### src/rtl/core/cwbm_pkg.sv
package cwbm_pkg;

	localparam int DATA_W  = 32;
	localparam int CHAN_W  = 8;
	localparam int COUNT_W = 8;
	localparam int CODE_W  = 3;
	localparam int ADDR_W  = 5;
	localparam int LANES   = 3;

	typedef enum logic [CODE_W-1:0] {
		EV_SAMPLE_CRIT = 3'd0,
		EV_NEAR_CRIT   = 3'd1,
		EV_FAR_CRIT    = 3'd2,
		EV_CONFIRMED   = 3'd3,
		EV_ENTER_WARN  = 3'd4
	} event_code_t;

	typedef enum logic [2:0] {
		REG_CRITICAL_ENABLED = 3'd0,
		REG_CRITICAL_LOW     = 3'd1,
		REG_CRITICAL_HIGH    = 3'd2,
		REG_CONFIRM_LIMIT    = 3'd3,
		REG_WARNING_LOW      = 3'd4,
		REG_WARNING_HIGH     = 3'd5
	} reg_index_t;

	typedef struct packed {
		logic                      critical_enabled;
		logic signed [DATA_W-1:0]  critical_low;
		logic signed [DATA_W-1:0]  critical_high;
		logic [COUNT_W-1:0]        confirm_limit;
		logic signed [DATA_W-1:0]  warning_low;
		logic signed [DATA_W-1:0]  warning_high;
	} cfg_t;

	typedef struct packed {
		logic [LANES-1:0]  crit;
		logic              warn_out;
		logic              too_high;
		logic [CHAN_W-1:0] channel;
	} lane_flags_t;

endpackage

### src/rtl/core/critical_warning_bound_monitor_top.sv
// Critical and warning bound monitor.
// Input channel (item_valid/item_ready): sample, near_projection, far_projection and
// channel. Three comparator lanes test the three values against the critical limits
// and a fourth tests the sample against the warning limits; a merge stage picks the
// first critical value, updates the persistence count and warning flag, and builds
// the event.
// Output channel (event_valid/event_ready): event_code, too_high, channel_out. A
// transaction yields zero or one event.
// An event passes the lane register and then the merge stage's output register.
// Throughput: one transaction per cycle while no held event stalls the merge stage,
// which updates the count and warning flag for each transaction.
// Configuration: APB port, register i at byte address 4*i, pready always high; write
// registers only while no transaction is in flight.
// Reset: persistence count and warning flag clear, critical checking is off and all
// limits open to the full signed range.
// Stall: a held event blocks the merge stage; one more transaction is held in the lane
// register, after which item_ready drops.
module critical_warning_bound_monitor_top (
	input  logic                          clk,
	input  logic                          arst_n,
	input  logic                          psel,
	input  logic                          penable,
	input  logic                          pwrite,
	input  logic [cwbm_pkg::ADDR_W-1:0]   paddr,
	input  logic [cwbm_pkg::DATA_W-1:0]   pwdata,
	output logic [cwbm_pkg::DATA_W-1:0]   prdata,
	output logic                          pready,
	input  logic                          item_valid,
	output logic                          item_ready,
	input  logic signed [cwbm_pkg::DATA_W-1:0] sample,
	input  logic signed [cwbm_pkg::DATA_W-1:0] near_projection,
	input  logic signed [cwbm_pkg::DATA_W-1:0] far_projection,
	input  logic [cwbm_pkg::CHAN_W-1:0]   channel,
	output logic                          event_valid,
	input  logic                          event_ready,
	output logic [cwbm_pkg::CODE_W-1:0]   event_code,
	output logic                          too_high,
	output logic [cwbm_pkg::CHAN_W-1:0]   channel_out
);
	import cwbm_pkg::*;

	cfg_t                     cfg;
	logic signed [DATA_W-1:0] vals [LANES];
	logic [LANES-1:0]         crit;
	logic [LANES-1:0]         crit_below;
	logic [LANES-1:0]         crit_above;
	logic                     warn_below;
	logic                     warn_above;
	logic                     warn_out;
	logic                     valid_s1;
	lane_flags_t              flags_s1;
	logic                     take;
	logic                     item_acc;

	assign vals[0] = sample;
	assign vals[1] = near_projection;
	assign vals[2] = far_projection;

	cwbm_cfg u_cfg (
		.clk     (clk),
		.arst_n  (arst_n),
		.psel    (psel),
		.penable (penable),
		.pwrite  (pwrite),
		.paddr   (paddr),
		.pwdata  (pwdata),
		.prdata  (prdata),
		.pready  (pready),
		.cfg     (cfg)
	);

	for (genvar g = 0; g < LANES; g++) begin : g_lane
		cwbm_lane u_lane (
			.value   (vals[g]),
			.low     (cfg.critical_low),
			.high    (cfg.critical_high),
			.below   (crit_below[g]),
			.above   (crit_above[g]),
			.outside (crit[g])
		);
	end

	cwbm_lane u_warn_lane (
		.value   (sample),
		.low     (cfg.warning_low),
		.high    (cfg.warning_high),
		.below   (warn_below),
		.above   (warn_above),
		.outside (warn_out)
	);

	assign item_ready = ~valid_s1 | take;
	assign item_acc   = item_valid & item_ready;

	always_ff @(posedge clk or negedge arst_n) begin
		if (!arst_n) begin
			valid_s1 <= 1'b0;
		end else if (item_acc) begin
			valid_s1 <= 1'b1;
		end else if (take) begin
			valid_s1 <= 1'b0;
		end
	end

	always_ff @(posedge clk) begin
		if (item_acc) begin
			flags_s1.crit     <= crit;
			flags_s1.warn_out <= warn_below | warn_above;
			flags_s1.too_high <= warn_above;
			flags_s1.channel  <= channel;
		end
	end

	cwbm_merge u_merge (
		.clk         (clk),
		.arst_n      (arst_n),
		.flags_valid (valid_s1),
		.flags       (flags_s1),
		.cfg         (cfg),
		.take        (take),
		.event_valid (event_valid),
		.event_ready (event_ready),
		.event_code  (event_code),
		.too_high    (too_high),
		.channel_out (channel_out)
	);

	a_lane_agree: assert property (@(posedge clk) disable iff (!arst_n)
		item_acc |-> warn_out == (warn_below | warn_above)
			&& crit == (crit_below | crit_above))
		else $error("lane outputs disagree");

endmodule

### src/rtl/core/cwbm_lane.sv
module cwbm_lane (
	input  logic signed [cwbm_pkg::DATA_W-1:0] value,
	input  logic signed [cwbm_pkg::DATA_W-1:0] low,
	input  logic signed [cwbm_pkg::DATA_W-1:0] high,
	output logic                               below,
	output logic                               above,
	output logic                               outside
);
	import cwbm_pkg::*;

	assign below   = value < low;
	assign above   = value > high;
	assign outside = below | above;

endmodule

### src/rtl/core/cwbm_cfg.sv
module cwbm_cfg (
	input  logic                          clk,
	input  logic                          arst_n,
	input  logic                          psel,
	input  logic                          penable,
	input  logic                          pwrite,
	input  logic [cwbm_pkg::ADDR_W-1:0]   paddr,
	input  logic [cwbm_pkg::DATA_W-1:0]   pwdata,
	output logic [cwbm_pkg::DATA_W-1:0]   prdata,
	output logic                          pready,
	output cwbm_pkg::cfg_t                cfg
);
	import cwbm_pkg::*;

	cfg_t       cfg_q;
	logic       wr_en;
	reg_index_t idx;

	assign pready = 1'b1;
	assign wr_en  = psel & penable & pwrite & pready;
	assign idx    = reg_index_t'(paddr[ADDR_W-1:2]);
	assign cfg    = cfg_q;

	always_ff @(posedge clk or negedge arst_n) begin
		if (!arst_n) begin
			cfg_q.critical_enabled <= 1'b0;
			cfg_q.critical_low     <= {1'b1, {(DATA_W-1){1'b0}}};
			cfg_q.critical_high    <= {1'b0, {(DATA_W-1){1'b1}}};
			cfg_q.confirm_limit    <= '0;
			cfg_q.warning_low      <= {1'b1, {(DATA_W-1){1'b0}}};
			cfg_q.warning_high     <= {1'b0, {(DATA_W-1){1'b1}}};
		end else if (wr_en) begin
			unique case (idx)
				REG_CRITICAL_ENABLED: cfg_q.critical_enabled <= pwdata[0];
				REG_CRITICAL_LOW:     cfg_q.critical_low     <= pwdata;
				REG_CRITICAL_HIGH:    cfg_q.critical_high    <= pwdata;
				REG_CONFIRM_LIMIT:    cfg_q.confirm_limit    <= pwdata[COUNT_W-1:0];
				REG_WARNING_LOW:      cfg_q.warning_low      <= pwdata;
				REG_WARNING_HIGH:     cfg_q.warning_high     <= pwdata;
				default: ;
			endcase
		end
	end

	always_comb begin
		unique case (idx)
			REG_CRITICAL_ENABLED: prdata = {{(DATA_W-1){1'b0}}, cfg_q.critical_enabled};
			REG_CRITICAL_LOW:     prdata = cfg_q.critical_low;
			REG_CRITICAL_HIGH:    prdata = cfg_q.critical_high;
			REG_CONFIRM_LIMIT:    prdata = {{(DATA_W-COUNT_W){1'b0}}, cfg_q.confirm_limit};
			REG_WARNING_LOW:      prdata = cfg_q.warning_low;
			REG_WARNING_HIGH:     prdata = cfg_q.warning_high;
			default:              prdata = '0;
		endcase
	end

endmodule

### src/rtl/core/cwbm_merge.sv
module cwbm_merge (
	input  logic                          clk,
	input  logic                          arst_n,
	input  logic                          flags_valid,
	input  cwbm_pkg::lane_flags_t         flags,
	input  cwbm_pkg::cfg_t                cfg,
	output logic                          take,
	output logic                          event_valid,
	input  logic                          event_ready,
	output logic [cwbm_pkg::CODE_W-1:0]   event_code,
	output logic                          too_high,
	output logic [cwbm_pkg::CHAN_W-1:0]   channel_out
);
	import cwbm_pkg::*;

	logic [COUNT_W-1:0] persist_count_q;
	logic               in_warning_q;
	logic               valid_q;
	event_code_t        code_q;
	logic               too_high_q;
	logic [CHAN_W-1:0]  channel_q;

	logic               crit_hit;
	logic [COUNT_W-1:0] count_inc;
	logic [COUNT_W-1:0] count_nxt;
	logic               warn_nxt;
	logic               emit;
	event_code_t        code_nxt;

	assign take     = flags_valid & (~valid_q | event_ready);
	assign crit_hit = cfg.critical_enabled & (|flags.crit);
	assign count_inc = (persist_count_q == {COUNT_W{1'b1}}) ? persist_count_q
		: persist_count_q + COUNT_W'(1);

	always_comb begin
		count_nxt = persist_count_q;
		warn_nxt  = in_warning_q;
		emit      = 1'b0;
		code_nxt  = EV_ENTER_WARN;
		if (crit_hit) begin
			count_nxt = count_inc;
			emit      = 1'b1;
			priority if (flags.crit[0]) code_nxt = EV_SAMPLE_CRIT;
			else if (flags.crit[1])     code_nxt = EV_NEAR_CRIT;
			else                        code_nxt = EV_FAR_CRIT;
			if (cfg.confirm_limit != '0 && count_inc > cfg.confirm_limit)
				code_nxt = EV_CONFIRMED;
		end else begin
			if (cfg.critical_enabled && persist_count_q != '0)
				count_nxt = persist_count_q - COUNT_W'(1);
			if (flags.warn_out) begin
				warn_nxt = 1'b1;
				emit     = ~in_warning_q;
			end else begin
				warn_nxt = 1'b0;
			end
		end
	end

	always_ff @(posedge clk or negedge arst_n) begin
		if (!arst_n) begin
			persist_count_q <= '0;
			in_warning_q    <= 1'b0;
			valid_q         <= 1'b0;
		end else if (take) begin
			persist_count_q <= count_nxt;
			in_warning_q    <= warn_nxt;
			valid_q         <= emit;
		end else if (event_ready) begin
			valid_q <= 1'b0;
		end
	end

	always_ff @(posedge clk) begin
		if (take) begin
			code_q     <= code_nxt;
			too_high_q <= flags.too_high;
			channel_q  <= flags.channel;
		end
	end

	assign event_valid = valid_q;
	assign event_code  = code_q;
	assign too_high    = too_high_q;
	assign channel_out = channel_q;

	a_count_hold_disabled: assert property (@(posedge clk) disable iff (!arst_n)
		take && !cfg.critical_enabled |=> $stable(persist_count_q))
		else $error("persistence count moved while critical checking was off");

	a_count_step_up: assert property (@(posedge clk) disable iff (!arst_n)
		take && crit_hit && persist_count_q != {COUNT_W{1'b1}}
		|=> persist_count_q == $past(persist_count_q) + COUNT_W'(1))
		else $error("persistence count did not advance on a critical transaction");

	a_warn_entry: assert property (@(posedge clk) disable iff (!arst_n)
		take && !crit_hit && flags.warn_out && !in_warning_q
		|=> valid_q && code_q == EV_ENTER_WARN && in_warning_q)
		else $error("warning entry did not produce a warning event");

	a_confirm_needs_limit: assert property (@(posedge clk) disable iff (!arst_n)
		take && emit && code_nxt == EV_CONFIRMED |-> cfg.confirm_limit != '0)
		else $error("confirmed event with confirmation disabled");

endmodule

### config.mk
export PLATFORM = sky130hd
export DESIGN_NAME = critical_warning_bound_monitor_top
export DESIGN_NICKNAME = d
export VERILOG_FILES = /design/src/rtl/core/cwbm_pkg.sv /design/src/rtl/core/critical_warning_bound_monitor_top.sv /design/src/rtl/core/cwbm_lane.sv /design/src/rtl/core/cwbm_cfg.sv /design/src/rtl/core/cwbm_merge.sv
export SDC_FILE = /design/constraint.sdc
export NUM_CORES = 1
export LEC_CHECK = 0
export BUFFER_PORTS_ARGS = -buffer_cell sky130_fd_sc_hd__buf_2
export CORE_AREA = 2 2 240 147
export CTS_BUF_LIST = sky130_fd_sc_hd__clkbuf_8
export DETAILED_ROUTE_END_ITERATION = 7
export DIE_AREA = 0 0 242 149
export GPL_TIMING_DRIVEN = 0
export PLACE_DENSITY_LB_ADDON = 0.15
export SYNTH_ARGS = -nofsm -noshare
export SYNTH_HDL_FRONTEND = slang
export SYNTH_SLANG_ARGS = --single-unit
### constraint.sdc
create_clock -name clk -period 3.6 [get_ports clk]
set_clock_uncertainty 0.2 [all_clocks]
set_input_delay 0.54 -clock clk [delete_from_list [all_inputs] [get_ports clk]]
set_output_delay 0.54 -clock clk [all_outputs]
set_load 0.01 [all_outputs]
==> run_results.csv, run 1 <==
group,metric,value,unit
power_and_ir_drop,max-vdd-ir-drop,0.0002581,V
sta,min_period_over_period,100.2,%
logic_synthesis,synthTopCellsByCount,"ha_1, nand2_1, o21ai_0, inv_1, a21oi_1",
routing,antenna_left,0,
logic_synthesis,ys_seq_elements,173,
global_route,met1_usage,41.75,%
floorplanning,pin_count,195,
power_and_ir_drop,internal_power,4550,µW
routing,vias_per_cell,5.702,
global_route,grt_max_degree,98,
place,numPortBuffers,191,
routing,drt-total-wl,49890,µm
power_and_ir_drop,powerDensity,511.3,nW/µm²
cts,clk_path_buf_depth,2,
power_and_ir_drop,share_comb_of_total_power,44.6,%
logic_synthesis,ys_top_cells_by_area,"ha_1, dfrtp_1, dfstp_2",
sta,min_period,3607,ps
critical_path,cp_top_family,"compound AO/OA/AOI/OAI gates",
cts,clockRootBuffer,"clkbuf_8",
sta,drv_slew,0,
global_route,grt-busiest-layer,"met1",
global_route,use_met2,38.12,%
finish,fin_nets,2110,
cts,cts-htree-levels,4,
critical_path,critPathKind,"register to register",
sta,setup_slack,-7.160,ps
sta,slew_headroom,19.12,%
critical_path,critPathBufInv,1,
logic_synthesis,synth_cells,1480,
logic_synthesis,async_flop_share,85.55,%
critical_path,cp_cell_sequence,"inv_1 -> ha_1 -> nand4_1 -> a21oi_1 -> a2111oi_0 -> o221ai_1 -> xor2_1 -> o22ai_1",
routing,drt_pass1_iterations,6,
finish,syn_to_final_growth,15.97,%
sta,fin_tns_setup,-7.160,ps
finish,drive_above_1_share,19.28,%
global_route,grtUsageTotal,27.54,%
cts,clk_pin_slew,130,ps
power_and_ir_drop,switching_power,3392,µW
logic_synthesis,synth_edf_count,25,
power_and_ir_drop,pwr-share-clk,19.3,%
cts,cts_tree,"done",
cts,clock_sinks,173,
routing,drc,0,
power_and_ir_drop,p_sw_share,42.71,%
critical_path,slowest_stage,"a2111oi_0",
floorplanning,die_x,242,µm
logic_synthesis,ys.flop_type,"dfrtp_1",
power_and_ir_drop,p_leak,0.007417,µW
cts,cts_setup_buffers,0,
logic_synthesis,synth_top_area_share,24.57,%
critical_path,end_kind,"register",
floorplanning,rows,53,
logic_synthesis,synth_area_leader_cell,"ha_1",
routing,via_count,12440,
critical_path,crit_arrival,3680,ps
global_route,grt_pass1_vias,11660,
place,dp_hpwl,39960,µm
logic_synthesis,syn-cell-area,13390,µm²
place,gp_congestion,0.9130,
logic_synthesis,synth.most_common_cell,"ha_1",
global_route,grt_use_met3,7.034,%
sta,setup_viol_count_final,1,
global_route,grt-ovfl-total,0,
run,cap_viol_max_count,0,
floorplanning,die_height,149,µm
floorplanning,core-area,34220,µm²
floorplanning,dieArea,36060,µm²
critical_path,crit_required,3670,ps
routing,routedWlPerCell,22.86,µm
power_and_ir_drop,total_power,7942,µW
status,failed_checks,"negative setup slack",
sta,tightest_slew,1183,ps
critical_path,startpoint_type,"register",
sta,rsz0062_at_grt,"false",
status,status,"complete, but fails checks",
logic_synthesis,yosysSeqAreaShare,33.85,%
global_route,antenna_found_initial,5,
logic_synthesis,synth_area_per_cell,9.050,µm²
floorplanning,start_util,39.14,%
logic_synthesis,syn_nets,1891,
cts,numCtsBuffers,17,
sta,hold_viol,0,
power_and_ir_drop,pwr-share-seq,36.1,%
critical_path,cpPeakStageDelay,1000,ps
routing,dr.first_iter.drc_count,1054,
cts,clk_latency,520,ps
sta,fmax,277.2,MHz
global_route,grt_pass1_wl,73170,µm
logic_synthesis,yosys_warnings,0,
logic_synthesis,yosysUniqueCellTypes,67,
worst_hold_path,hold_class,"primary input to register",
critical_path,crit_fanout,4,
cell families after synthesis:
logic type / count (synthesis) / share of synthesized area [%]
flops: 173 / 33.85
buf+inv: 194 / 5.586
xor+xnor: 13 / 0.8501
mux: 20 / 1.738
simple gates: 381 / 13.17
fa+ha+maj: 263 / 24.57
compound gates: 435 / 20.21
other cells: 1 / 0.02800
cell type report:
cell class / count / area, µm²
diodes: 3 / 7.507
plain buffers: 44 / 190.2
clock buffers: 17 / 234.0
clock inverters: 15 / 188.9
fillers: 3367 / 18680
inverters: 148 / 555.5
multi-input cells: 1113 / 8145
flip-flops and latches: 173 / 4534
well taps: 467 / 584.3
repair buffers: 202 / 1094
per-layer routing:
metal,vias to the layer above,wire (µm)
li1,5850,-
met1,6053,24630
met2,478,20020
met3,58,4212
met4,2,1020
met5,-,7
flip-flops by register name (all words and copies together), names as in the netlist:
signal / cells
u_merge.in_warning_q: 1
valid_s1: 1
u_merge.event_valid: 1
flags_s1: 13
u_cfg.cfg: 137
u_merge.too_high: 1
u_merge.persist_count_q: 8
u_merge.channel_out: 8
u_merge.event_code: 3
metrics by stage:
step	utilization (%)	worst slack [ps]	cell area (µm²)	hold WS, ps	instances
final	45.40	-7.160	15530	51.45	2182
after global routing	45.39	5.453	15530	45.33	2181
after CTS	45.32	20.47	15510	24.71	2179
after detailed placement	43.75	-670.4	14970	206.5	2139
after global placement	43.64	-684.8	14930	200.6	2138
after floorplan	-	423.3	13390	44.41	1480
power by group through the flow:
stage	Clock (µW)	Sequential, µW	Combinational, µW
floorplan	0	2820	2300
CTS	1560	2860	3490
detailed placement	0	2890	3480
global route	1620	2930	4000
finish	1530	2870	3540
global placement	0	2870	3380
placed cells by master, fill, tap and decap left out, drive strengths merged, types with 7 or more instances in the layout:
cell	synthesis	final
dlygate4sd3	0	10
a211oi	8	8
a21o	24	24
o21ai	171	171
ha	263	263
xnor2	11	11
a22oi	24	24
a21oi	98	98
nor2b	14	14
edfxtp	25	25
o211ai	7	7
a221o	7	7
mux2	10	10
dfrtp	84	84
o21a	13	13
a221oi	12	12
nand3	28	28
o221ai	26	26
mux2i	9	9
and4	10	10
nor4	8	8
nand2	206	206
nor3	9	9
clkbuf	32	47
inv	147	155
nand4	36	36
a2111oi	11	11
and2	7	7
nand2b	8	8
buf	14	206
dfstp	64	64
nor2	45	45
final timing paths:
kind	startpoint	end	slack (ps)	depth (start not counted)
min in group asynchronous	arst_n	u_cfg.cfg[113]	340	2
worst max register to register	u_cfg.cfg[95]	flags_s1[11]	-7	8
worst min register to register	flags_s1[2]	u_merge.channel_out[2]	230	0
worst min-delay path	pwdata[20]	u_cfg.cfg[92]	50	3
max in group asynchronous	arst_n	u_cfg.cfg[60]	1980	3
worst max-delay path	u_cfg.cfg[95]	flags_s1[11]	-7	8
worst register-to-register path: cells and delay by family, from the launching register on:
kind            cells  cell delay [ps]
xor+xnor            1              190
compound gates      4             1700
buf+inv             1              120
simple gates        1              240
flops               1              550
fa+ha+maj           1              350
timing repair:
action,CTS,global route
setup endpoints to repair,24,17
gates resized for setup,8,8
endpoints found under the hold margin,34,0
hold buffers,10,0
Power figures use the tool's default switching activity.
==> run 2: changes to the inputs <==
--- a/config.mk
+++ b/config.mk
@@ -5,6 +5,7 @@
 export SDC_FILE = /design/constraint.sdc
 export NUM_CORES = 1
 export LEC_CHECK = 0
+export ABC_CLOCK_PERIOD_IN_PS = 3600
 export BUFFER_PORTS_ARGS = -buffer_cell sky130_fd_sc_hd__buf_2
 export CORE_AREA = 2 2 240 147
 export CTS_BUF_LIST = sky130_fd_sc_hd__clkbuf_8
@@ -12,6 +13,7 @@
 export DIE_AREA = 0 0 242 149
 export GPL_TIMING_DRIVEN = 0
 export PLACE_DENSITY_LB_ADDON = 0.15
+export SETUP_SLACK_MARGIN = 0.2
 export SYNTH_ARGS = -nofsm -noshare
 export SYNTH_HDL_FRONTEND = slang
 export SYNTH_SLANG_ARGS = --single-unit
==> run_results.csv, run 2 (synthesis results as in run 1) <==
group,metric,value,unit
global_route,grt_pass1_wl,73280,µm
critical_path,timing.rr.start,"u_cfg.cfg[105]",
worst_hold_path,whs_endpoint,"u_cfg.cfg[92]",
global_route,grt-ovfl-total,0,
power_and_ir_drop,powerDensity,513.9,nW/µm²
sta,min_period,3419,ps
floorplanning,rows,53,
global_route,grt_max_degree,98,
routing,vias_per_cell,5.713,
finish,fin_nets,2119,
power_and_ir_drop,max-vdd-ir-drop,0.0002626,V
routing,antenna_left,0,
routing,routedWlPerCell,22.85,µm
cts,clockRootBuffer,"clkbuf_8",
finish,largest_reg_flops,137,
critical_path,critPathKind,"register to register",
cts,numCtsBuffers,17,
sta,min_period_over_period,94.98,%
critical_path,cpPeakStageDelay,960,ps
global_route,grt_pass1_vias,11680,
routing,drt-total-wl,50040,µm
floorplanning,pin_count,195,
sta,slew_headroom,31.61,%
place,dp_hpwl,39960,µm
sta,setup_viol_count_final,0,
finish,drive_above_1_share,20.28,%
worst_hold_path,hold_depth,3,
cts,clk_latency,520,ps
worst_hold_path,hold_class,"primary input to register",
sta,drv_slew,0,
floorplanning,dieArea,36060,µm²
routing,dr.first_iter.drc_count,1190,
cts,cts_tree,"done",
sta,rsz0062_at_grt,"true",
status,status,"finished clean",
global_route,grtUsageTotal,27.57,%
sta,fin_tns_setup,0,ps
critical_path,slowest_stage,"a2111oi_1",
run,cap_viol_max_count,0,
critical_path,r2r_cells,8,
finish,final_cell_mix,"ha_1, nand2_1, buf_2",
cts,clock_sinks,173,
critical_path,r2r_setup_slack,180,ps
critical_path,crit_required,3760,ps
critical_path,r2r_end,"flags_s1[10]",
cts,clk_pin_slew,120,ps
routing,drc,0,
worst_hold_path,holdCritStartpoint,"pwdata[20]",
sta,fmax,292.4,MHz
sta,hold_viol,0,
routing,via_count,12510,
power_and_ir_drop,p_leak,0.007484,µW
place,numPortBuffers,191,
critical_path,startpoint_type,"register",
critical_path,crit_fanout,4,
power_and_ir_drop,total_power,8048,µW
floorplanning,core-area,34220,µm²
cts,cts-htree-levels,4,
sta,tightest_slew,1023,ps
critical_path,end_kind,"register",
place,gp_congestion,0.9130,
finish,final_common_cell,"ha_1",
floorplanning,die_x,242,µm
critical_path,crit_arrival,3580,ps
floorplanning,start_util,39.14,%
floorplanning,die_height,149,µm
finish,syn_to_final_growth,16.91,%
global_route,antenna_found_initial,5,
cts,clk_path_buf_depth,2,
routing,drt_pass1_iterations,5,
critical_path,cp_cell_sequence,"inv_1 -> ha_1 -> a2111oi_2 -> o31ai_1 -> a2111oi_1 -> o21ai_1 -> mux2_4 -> o21ai_2",
-- run 2: routing by layer --
metal  share of wire, %  wire [µm]  track usage (%)  vias to the layer above
met5              0.014          7                0                        -
met4                2.1       1028            7.500                        2
met3                7.9       3960            7.034                       55
met2                 40      20060            38.26                      458
met1                 50      24980            41.75                     6133
li1                   -          -                -                     5864
-- run 2: how the worst max path moves through the flow --
stage                                    start                    end  slack (ps)  cells after the start
finish                          u_cfg.cfg[105]           flags_s1[10]         180                      8
global route                    u_cfg.cfg[105]           flags_s1[10]         170                      8
CTS                             u_cfg.cfg[101]           flags_s1[10]         220                      8
detailed placement                    paddr[3]             prdata[30]        -670                      8
global placement                        arst_n          u_cfg.cfg[53]        -680                      1
floorplan           u_merge.persist_count_q[5]  u_merge.event_code[1]         420                     14
-- run 2: what timing repair did --
action                                 4_1_cts  5_1_grt
gates resized for setup                     23       23
setup endpoints to repair                   29       25
setup buffers                                1        6
cloned                                       0        0
hold buffers                                10        0
pin swaps                                    1        3
endpoints found under the hold margin       34        0
-- run 2: cell type report --
cell class	instances	area [µm²]
Fill cell	3360	18560
Multi-Input combinational cell	1113	8187
Sequential cell	173	4534
Timing Repair Buffer	209	1146
Tap cell	467	584.3
Inverter	148	555.5
Clock buffer	17	234.0
Buffer	46	224.0
Clock inverter	15	188.9
Antenna cell	2	5.005
-- run 2: stage by stage --
| stage | setup slack (ps) | hold WS [ps] | utilization (%) | cell area (µm²) | instances |
|---|---|---|---|---|---|
| 2_1_floorplan | 423.3 | 44.41 | - | 13390 | 1480 |
| 6_report | 180.6 | 61.62 | 45.76 | 15660 | 2190 |
| 5_1_grt | 166.8 | 45.33 | 45.76 | 15660 | 2190 |
| 3_3_place_gp | -684.8 | 200.6 | 43.64 | 14930 | 2138 |
| 4_1_cts | 216.5 | 24.71 | 45.48 | 15560 | 2182 |
| 3_5_place_dp | -670.4 | 206.5 | 43.75 | 14970 | 2139 |
-- run 2: critical path: cells and delay by family, from the launching register on --
| kind | cells | cell delay [ps] |
|---|---|---|
| adders and majority gates | 1 | 270 |
| buffers and inverters | 1 | 150 |
| DFF | 1 | 390 |
| AOI/OAI and AO/OA | 5 | 1910 |
| muxes | 1 | 350 |
-- run 2: report_power, final --
part	switching [µW]	leakage, µW	internal (µW)	total (µW)
clock network	936	0.000210	595	1530
logic	2220	0.00540	1430	3660
registers	264	0.00188	2600	2860
total	3420	0.00748	4620	8050
==> run 3: changes to the inputs <==
--- a/config.mk
+++ b/config.mk
@@ -5,12 +5,13 @@
 export SDC_FILE = /design/constraint.sdc
 export NUM_CORES = 1
 export LEC_CHECK = 0
+export ABC_AREA = 1
 export ABC_CLOCK_PERIOD_IN_PS = 3600
 export BUFFER_PORTS_ARGS = -buffer_cell sky130_fd_sc_hd__buf_2
-export CORE_AREA = 2 2 240 147
+export CORE_AREA = 2 2 244 150
 export CTS_BUF_LIST = sky130_fd_sc_hd__clkbuf_8
 export DETAILED_ROUTE_END_ITERATION = 7
-export DIE_AREA = 0 0 242 149
+export DIE_AREA = 0 0 246 152
 export GPL_TIMING_DRIVEN = 0
 export PLACE_DENSITY_LB_ADDON = 0.15
 export SETUP_SLACK_MARGIN = 0.2
==> run_results.csv, run 3 <==
group,metric,value,unit
sta,drv_slew,0,
global_route,grt_pass1_vias,12250,
logic_synthesis,yosysSeqAreaShare,32.80,%
logic_synthesis,yosysUniqueCellTypes,42,
sta,tightest_slew,944.2,ps
logic_synthesis,ys_top_cells_by_area,"ha_1, dfrtp_1, dfstp_2",
critical_path,cpPeakStageDelay,760,ps
floorplanning,start_util,38.97,%
finish,syn_to_final_growth,15.67,%
finish,seq_area,4534,µm²
cts,cts_tree,"done",
cts,clk_pin_slew,120,ps
finish,multiInputGateArea,8118,µm²
routing,drc,0,
critical_path,r2r_cells,9,
cts,cts_setup_buffers,0,
finish,largest_reg_flops,137,
place,placedInstanceArea,15410,µm²
logic_synthesis,yosys_warnings,0,
power_and_ir_drop,max-vdd-ir-drop,0.0002575,V
worst_hold_path,holdCritStartpoint,"pwdata[0]",
logic_synthesis,synth_fa_ha_area_share,23.80,%
worst_hold_path,hold_class,"primary input to register",
finish,final_cell_mix,"nand2_1, ha_1, inv_1",
logic_synthesis,ys_seq_elements,173,
logic_synthesis,synth_edf_count,25,
finish,final_common_cell,"nand2_1",
place,dp_hpwl,39450,µm
routing,dr.first_iter.drc_count,1075,
logic_synthesis,synth_cells,1757,
sta,fmax,311.8,MHz
power_and_ir_drop,powerDensity,473.7,nW/µm²
sta,hold_slack,24.38,ps
sta,slew_headroom,37.05,%
run,cap_viol_max_count,0,
critical_path,r2r_setup_slack,450,ps
cts,cts-htree-levels,4,
sta,min_period,3207,ps
critical_path,end_kind,"output port",
worst_hold_path,hold_depth,3,
logic_synthesis,synthMuxAreaShare,0.07240,%
finish,fin_nets,2393,
cts,numCtsBuffers,17,
critical_path,critPathKind,"primary input to output port",
cts,clk_latency,520,ps
global_route,grt_max_degree,92,
critical_path,crit_top_cell,"buf_2",
logic_synthesis,synth_top_area_share,23.80,%
floorplanning,die_x,246,µm
logic_synthesis,yosys.area_share.simple,17.21,%
critical_path,slowest_stage,"clkbuf_1",
logic_synthesis,synth_area_leader_cell,"ha_1",
power_and_ir_drop,p_leak,0.007996,µW
logic_synthesis,synth.most_common_cell,"nand2_1",
finish,drive_above_1_share,17.54,%
floorplanning,core-area,35470,µm²
floorplanning,dieArea,37390,µm²
critical_path,crit_fanout,10,
logic_synthesis,synthTopCellsByCount,"nand2_1, ha_1, inv_1, a21oi_1, o21ai_1",
critical_path,timing.rr.start,"u_cfg.cfg[101]",
routing,antenna_left,0,
critical_path,r2r_end,"flags_s1[12]",
logic_synthesis,syn_nets,2168,
finish,fin_area,15990,µm²
critical_path,crit_start,"paddr[4]",
routing,drt_pass1_iterations,5,
sta,hold_viol,0,
critical_path,crit_required,2860,ps
logic_synthesis,synth_top_family_by_area,"adder cells",
critical_path,cp_cell_sequence,"buf_2 -> nor3_4 -> clkbuf_1 -> a221oi_1 -> o21ai_0 -> buf_2",
routing,routedWlPerCell,19.56,µm
logic_synthesis,syn-cell-area,13820,µm²
global_route,grt-ovfl-total,0,
global_route,grt_pass1_wl,73170,µm
logic_synthesis,async_flop_share,85.55,%
cts,clock_sinks,173,
place,gp_congestion,0.9159,
place,numPortBuffers,191,
logic_synthesis,synth_area_per_cell,7.868,µm²
cts,clk_path_buf_depth,2,
critical_path,cp_top_family,"buffers and inverters",
status,status,"finished clean",
routing,drt-total-wl,48410,µm
logic_synthesis,synth-compound-area-share,16.86,%
routing,vias_per_cell,5.223,
sta,fin_tns_setup,0,ps
global_route,grtUsageTotal,26.08,%
critical_path,crit_arrival,2470,ps
logic_synthesis,synth-xor-area-share,0.6969,%
floorplanning,die_height,152,µm
floorplanning,rows,54,
sta,min_period_over_period,89.08,%
floorplanning,pin_count,195,
worst_hold_path,whs_endpoint,"u_cfg.cfg[0]",
finish,fillers,3653,
sta,setup_viol_count_final,0,
global_route,antenna_found_initial,5,
critical_path,critPathBufInv,3,
routing,via_count,12930,
cts,clockRootBuffer,"clkbuf_8",
sta,rsz0062_at_grt,"false",
critical_path,startpoint_type,"primary input",
logic_synthesis,ys.flop_type,"dfrtp_1",
[run 3: cell count changes in the layout (fill, tap and decap cells not counted), sizes merged, moves of 14 or more]
cell    delta
a21o      -23
a21oi     +62
nor2      +36
inv      +111
a22oi     -23
o221ai    -26
o22ai     +30
nand2    +215
clkbuf    -23
o21ai     +42
nor2b     -14
nand4     -23
[run 3: layer usage]
layer,up-vias,track usage (%),part of all wire (%),wire length (µm)
li1,6354,-,-,-
met3,45,5.246,7.9,3801
met4,2,5.195,1.4,665
met1,6100,40.86,51,24590
met2,426,36.46,40,19340
met5,-,0,0.027,13
[run 3: what timing repair did]
| item | 4_1_cts | 5_1_grt |
|---|---|---|
| endpoints found under the hold margin | 43 | 0 |
| endpoints found under the setup margin | 0 | 1 |
| hold buffers | 14 | 0 |
| gates resized for setup | 0 | 1 |
[run 3: area by class of cell]
cell class,count,area share [%]
Sequential cell,173,28.36
Inverter,256,6.009
Buffer,41,1.362
Tap cell,476,3.725
Clock buffer,17,1.463
Multi-Input combinational cell,1287,50.77
Timing Repair Buffer,206,7.066
Clock inverter,15,1.189
Antenna cell,4,0.06260
[run 3: where the power goes]
part | total (µW) | switching, µW | internal (µW)
clock network | 1540 | 886 | 654
registers | 2760 | 252 | 2510
logic | 3280 | 2060 | 1220
[run 3: how the worst max path moves through the flow]
stage	end	slack, ps	depth (start not counted)
after detailed placement	flags_s1[12]	110	9
after global routing	prdata[6]	280	6
after global placement	u_cfg.cfg[129]	-590	1
final	prdata[6]	390	6
after floorplan	u_merge.event_code[1]	1190	13
after CTS	flags_s1[12]	260	9
[run 3: logic make-up after synthesis]
family	count (synthesis)
compound gates	438
xor+xnor	11
fa+ha+maj	263
buf+inv	297
flops	173
mux	1
other cells	1
simple gates	573
[run 3: worst min-delay path, cell delays in order]
cell	delay [ps]
buf_2	100
nand2_1	50
o21ai_1	60
[run 3: metrics by stage]
step | setup WS, ps | std cells | utilization (%) | power, µW
finish | 393.0 | 2475 | 45.08 | 7574
global route | 280.3 | 2472 | 45.06 | 8209
CTS | 259.9 | 2471 | 45.03 | 7587
detailed placement | 114.4 | 2425 | 43.44 | 6019
global placement | -592.0 | 2424 | 43.35 | 5880
floorplan | 1193 | 1757 | - | 4920
